**src/sv/osbq_pkg.sv**
```systemverilog
// Shared types and constants for the ordered-set bound query block.
`default_nettype none
package osbq_pkg;

    localparam int CAPACITY = 64;
    localparam int KEY_W    = 32;
    localparam int CNT_W    = $clog2(CAPACITY + 1);

    typedef logic signed [KEY_W-1:0] t_key;
    typedef logic [CNT_W-1:0]        t_count;

    typedef enum logic [2:0] {
        MODE_INSERT = 3'd0,
        MODE_ERASE  = 3'd1,
        MODE_MIN    = 3'd2,
        MODE_MAX    = 3'd3,
        MODE_SUCC   = 3'd4,
        MODE_CEIL   = 3'd5,
        MODE_PRED   = 3'd6,
        MODE_FLOOR  = 3'd7
    } t_mode;

    typedef enum logic [1:0] {
        ST_OK    = 2'd0,
        ST_EMPTY = 2'd1,
        ST_NONE  = 2'd2,
        ST_FULL  = 2'd3
    } t_status;

    typedef enum logic [1:0] {
        S_IDLE,
        S_CMP,
        S_EXEC
    } t_state;

    // broadcast control from the sequencer to every cell
    typedef struct packed {
        logic  cmp;
        logic  ins;
        logic  ers;
        t_mode mode;
    } t_cell_ctl;

    // what a cell shows its neighbors
    typedef struct packed {
        t_key key;
        logic lt;
        logic le;
        logic occ;
    } t_nbr;

endpackage
`default_nettype wire

```
**src/sv/osbq_cell.sv**
```systemverilog
// One cell of the sorted key list: holds a key, compares, shifts and selects.
`default_nettype none
module osbq_cell
    import osbq_pkg::*;
(
    input  wire        i_clk,
    input  t_cell_ctl  i_ctl,
    input  t_key       i_key,
    input  wire        i_occ,
    input  t_nbr       i_left,
    input  t_nbr       i_right,
    output t_nbr       o_nbr,
    output logic       o_sel,
    output t_key       o_val
);

    t_key r_key;
    logic r_lt;
    logic r_le;

    // compare against the argument, then shift on insert or erase
    always_ff @(posedge i_clk) begin
        if (i_ctl.cmp) begin
            r_lt <= i_occ && (r_key < i_key);
            r_le <= i_occ && (r_key <= i_key);
        end
        if (i_ctl.ins && !r_lt) begin
            r_key <= i_left.lt ? i_key : i_left.key;
        end else if (i_ctl.ers && !r_lt) begin
            r_key <= i_right.key;
        end
    end

    // flag this cell when it holds the answer of the current query
    always_comb begin
        case (i_ctl.mode)
            MODE_MIN:   o_sel = i_occ && !i_left.occ;
            MODE_MAX:   o_sel = i_occ && !i_right.occ;
            MODE_SUCC:  o_sel = i_occ && !r_le && i_left.le;
            MODE_CEIL:  o_sel = i_occ && !r_lt && i_left.lt;
            MODE_PRED:  o_sel = r_lt && !i_right.lt;
            MODE_FLOOR: o_sel = r_le && !i_right.le;
            default:    o_sel = 1'b0;
        endcase
    end

    assign o_val     = o_sel ? r_key : '0;
    assign o_nbr.key = r_key;
    assign o_nbr.lt  = r_lt;
    assign o_nbr.le  = r_le;
    assign o_nbr.occ = i_occ;

endmodule
`default_nettype wire

```
**config.mk**
```make
export PLATFORM = sky130hd
export DESIGN_NAME = osbq_cell
export DESIGN_NICKNAME = d
export VERILOG_FILES = /design/src/sv/osbq_pkg.sv /design/src/sv/osbq_cell.sv
export SDC_FILE = /design/constraint.sdc
export NUM_CORES = 1
export LEC_CHECK = 0
export BUFFER_PORTS_ARGS = -buffer_cell sky130_fd_sc_hd__buf_2
export CORE_MARGIN = 2
export CORE_UTILIZATION = 47
export DETAILED_ROUTE_END_ITERATION = 8
export PLACE_DENSITY_LB_ADDON = 0.15
export SLEW_MARGIN = 20
export SYNTH_ARGS = -nofsm -noshare
export SYNTH_HDL_FRONTEND = slang
export SYNTH_SLANG_ARGS = --single-unit
```
**constraint.sdc**
```tcl
create_clock -name i_clk -period 6.21 [get_ports i_clk]
set_input_delay 1.242 -clock i_clk [delete_from_list [all_inputs] [get_ports i_clk]]
set_output_delay 1.242 -clock i_clk [all_outputs]
set_load 0.02 [all_outputs]
```
**Yosys cells after proc, flatten, opt, wreduce, memory -nomap -nowiden**

Cells that the tools add are included.

- Register bits: 34
- Input port bits: 110
- Logic and storage cells: 35

- Order comparisons: 2
- Eq/ne operators: 6
- Multiplexer cells: 5
- Reduce and logical (&&, ||, !) cells: 19

Operators by type and width:

| cell | number |
|---|---|
| 2-to-1 mux 32 bit | 4 |
| <= comparator 32 bit | 1 |
| < comparator 32 bit | 1 |
| equality test 3 bit (second input constant) | 4 |
| logical AND 1 bit | 12 |
| equality test 3 x 2 -> 1 bit (second input constant) | 2 |
| zero test 1 bit | 6 |
| one-hot mux 1 bit (6 select lines) | 1 |
| nonzero test 2 bit | 1 |

**Logic depth before layout (Yosys ltp)**

- Depth in word-level cells: 5
- Gate-level depth with buffers: 8

**Least setup slack after synthesis**

OpenSTA, ideal clock, no wires.

- Kind: in2out
- Start: input i_left[2] (netlist bit)
- End: output o_val[10]
- Data arrival time: 2339 ps
- Required time: 4968 ps
- Path slack: 2629 ps
- Cell stages on the path: 6
- Path buffers: 2
- Cell sequence: clkbuf_1 > a32oi_1 > nor3_1 > a21oi_2 > buf_2 > nor2b_1

- Word-level cells in the longest chain between the ends: 3

Ends and longest elaborated chain:

| what | RTL line | text |
|---|---|---|
| start: declaration | osbq_cell.sv:10 | `input t_nbr i_left,` |
| logical AND 1 bit | osbq_cell.sv:40 | `MODE_CEIL: o_sel = i_occ && !r_lt && i_left.lt;` |
| one-hot mux 1 bit (6 select lines) | osbq_cell.sv:36 | `case (i_ctl.mode)` |
| 2-to-1 mux 32 bit | osbq_cell.sv:47 | `assign o_val = o_sel ? r_key : '0;` |
| end: declaration | osbq_cell.sv:14 | `output t_key o_val` |

No other way between the ends.

**Worst setup path after layout**

- Start: input i_ctl[0] (netlist bit)
- End: output o_val[19]

- Word-level cells in the longest chain between the ends: 3

Ends and longest elaborated chain:

| what | RTL line | text |
|---|---|---|
| start: declaration | osbq_cell.sv:7 | `input t_cell_ctl i_ctl,` |
| equality test 3 bit or equality test 3 x 2 -> 1 bit (tied branches) | osbq_cell.sv:36 |  |
| one-hot mux 1 bit (6 select lines) (*) | osbq_cell.sv:36 |  |
| 2-to-1 mux 32 bit (*) | osbq_cell.sv:47 |  |

Mark *: on every way between the ends. The rest lies on a longest branch, timed or not.

==> flow_metrics.tcl <==
set metrics [dict create \
    drive_gt1_frac 0.404 \
    synth.distinct_cells 34 \
    clk_pin_slew_ns 0.07 \
    fin_worst_skew_ns 0.00462 \
    irDropWorstVdd_mv 0.105 \
    num_antenna_cells 0 \
    drtAntennaViolNets 0 \
    arrival_ns 2.55 \
    worst_pin_slew_ns 0.986 \
    cts_hold_buf 0 \
    htreeDepth 2 \
    die_h_um 81.8 \
    fmax_ghz 0.264 \
    setup_tns_ns 0 \
    cts-root-buf "clkbuf_8" \
    port_buffers 177 \
    dp_slack_ns 2.41 \
    path_cells "buf_2 > and3b_1 > o21ai_0 > o21ai_1 > a21oi_2 > buf_4 > nor2b_1 > buf_2" \
    placed_cell_area_um2 3770 \
    cp_data_required_time_ns 4.97 \
    antenna_found_initial 0 \
    syn_area_um2 2840 \
    crit_path_frequent_cell "buf_2" \
    status "finished clean" \
    ys_async_sr_fraction 0 \
    rows 28 \
    dpl.hpwl_um 5770 \
    ys_ff_latch 34 \
    ys.warnings.count 0 \
    top_level_ports 178 \
    setup_viol 0 \
    die_w_um 81.8 \
    yosys.area.top_type "edfxtp_1" \
    r2r_start "r_key[14]$_DFFE_PP_" \
    firstDrtPassIters 4 \
    min_from "r_lt$_DFFE_PP_" \
    path_class "in -> out" \
    timing.hold.ws_ns 0.875 \
    min_path_type "reg -> reg" \
    cpMaxStageDelayCell "buf_4" \
    clock_sinks 34 \
    drt_iter0_drc 56 \
    slew_violations 0 \
    wl_per_cell_um 13.1 \
    finalPower_uw 730 \
    coreArea_um2 5890 \
    cts_buffer_depth 2 \
    p_leak_nw 2.09 \
    synth_top_cells_by_count "nand2_1 (46), o21ai_0 (37), edfxtp_1 (34), inv_1 (33), mux2i_1 (33)" \
    path_max_fanout 33 \
    grt_pass1_vias 2551 \
    drv_cap 0 \
    finalCritPeriodShare 0.611 \
    setup.worst_path.start "i_ctl[0]" \
    viasPerCell 4.91 \
    slowest_delay_ns 0.35 \
    synth.top_cell.area_share 0.359 \
    cts_setup_buffers 0 \
    fillers 526 \
    overflow 0 \
    hold_viol_final 0 \
    period_minus_slack_ns 3.79 \
    synth_cells 314 \
    vias 2747 \
    syn_nets 456 \
    grt_setup_unrepaired "no" \
    clk_latency_ns 0.29 \
    cts_made_buffers 5 \
    fin_area_um2 3850 \
    area.growth.synth_to_final_pct 35.4 \
    route.detailed.drc 0 \
    nets 626 \
    grt_pass1_wl_um 11200 \
    cp-start-kind "input port" \
    power_density_nw_per_um2 190 \
    netlist_top_cells_area "edfxtp_1 (36%), ha_1 (14%), mux2i_1 (12%)" \
    drt_wl_total_um 7340 \
    cts_tree "done" \
    start_util 0.483 \
    track_usage 0.219 \
    gp_congestion 0.777 \
    synth_ff_type "edfxtp_1" \
    ys_seq_area_frac 0.359 \
    post_cts_resized 0 \
    crit_path_end_kind "output port" \
    dieArea_um2 6690 \
    synth-edff-count 34 \
    yosysMostFrequentCell "nand2_1" \
    relSlewSlack 0.340 \
    setup_ws_ns 2.42 \
    avgSynthCellArea_um2 9.06 \
    grt_max_degree 65 \
]
routing by layer:
layer  wire (um)  GRT usage  up-vias
met3         534     0.0538        7
met2        3580      0.391      109
met5           0          0        -
li1            -          -     1436
met1        3160      0.265     1195
met4          66     0.0483        0
registers in the layout (all words and copies together), names as in the netlist:
name   cells
r_lt       1
r_key     32
r_le       1
worst paths after layout:
path	to	slack, ns	cells past startpoint
max	o_val[19]	2.42	8
min	r_key[7]$_DFFE_PP_	0.87	1
max reg2reg	r_le$_DFFE_PP_	3.94	7
min reg2reg	r_key[7]$_DFFE_PP_	0.87	1
where the power goes:
group / leakage (nW) / switching [mW] / internal, mW / total (mW)
clock: 0.0407 / 0.0804 / 0.0749 / 0.155
sequential: 0.334 / 0.0198 / 0.289 / 0.309
combinational: 1.71 / 0.156 / 0.110 / 0.266
cell usage in the layout (no fill, tap or decap), types with 3 or more instances in the layout:
| cell type | count |
|---|---|
| nor2_1 | 8 |
| o21ai_0 | 37 |
| nor2b_1 | 32 |
| inv_1 | 33 |
| buf_2 | 177 |
| nand4_1 | 4 |
| clkinv_1 | 3 |
| mux2i_1 | 33 |
| clkbuf_8 | 5 |
| nand2_1 | 45 |
| a21oi_1 | 10 |
| ha_1 | 32 |
| o21ai_1 | 3 |
| edfxtp_1 | 34 |
critical path, delay by kind of cell:
family	cells	cell delay, ns
and+or+nand+nor	2	0.26
buffers and inverters	3	0.65
AOI/OAI and AO/OA	3	0.39
per-stage QoR:
stage          cells  utilization
3_3_place_gp     552        0.641
4_1_cts          560        0.654
5_1_grt          560        0.654
2_1_floorplan    314            -
6_report         560        0.654
3_5_place_dp     552        0.641
kinds of logic (layout without fill, tap and decap cells):
| kind of cell | Yosys count | count (layout) | synth area share |
|---|---|---|---|
| adders and majority gates | 32 | 32 | 0.141 |
| muxes | 33 | 33 | 0.116 |
| and+or+nand+nor | 103 | 103 | 0.185 |
| buffers and inverters | 50 | 221 | 0.0726 |
| AOI/OAI and AO/OA | 62 | 62 | 0.127 |
| DFF | 34 | 34 | 0.359 |
cell type report:
type / instances / area (um^2) / area share
Sequential cell: 34 / 1020 / 0.265
Clock inverter: 3 / 11.3 / 0.00292
Tap cell: 75 / 93.8 / 0.0244
Clock buffer: 5 / 68.8 / 0.0179
Multi-Input combinational cell: 230 / 1630 / 0.422
Inverter: 34 / 128 / 0.0331
Timing Repair Buffer: 179 / 901 / 0.234
Note: power is estimated with default switching activity, not from simulation.
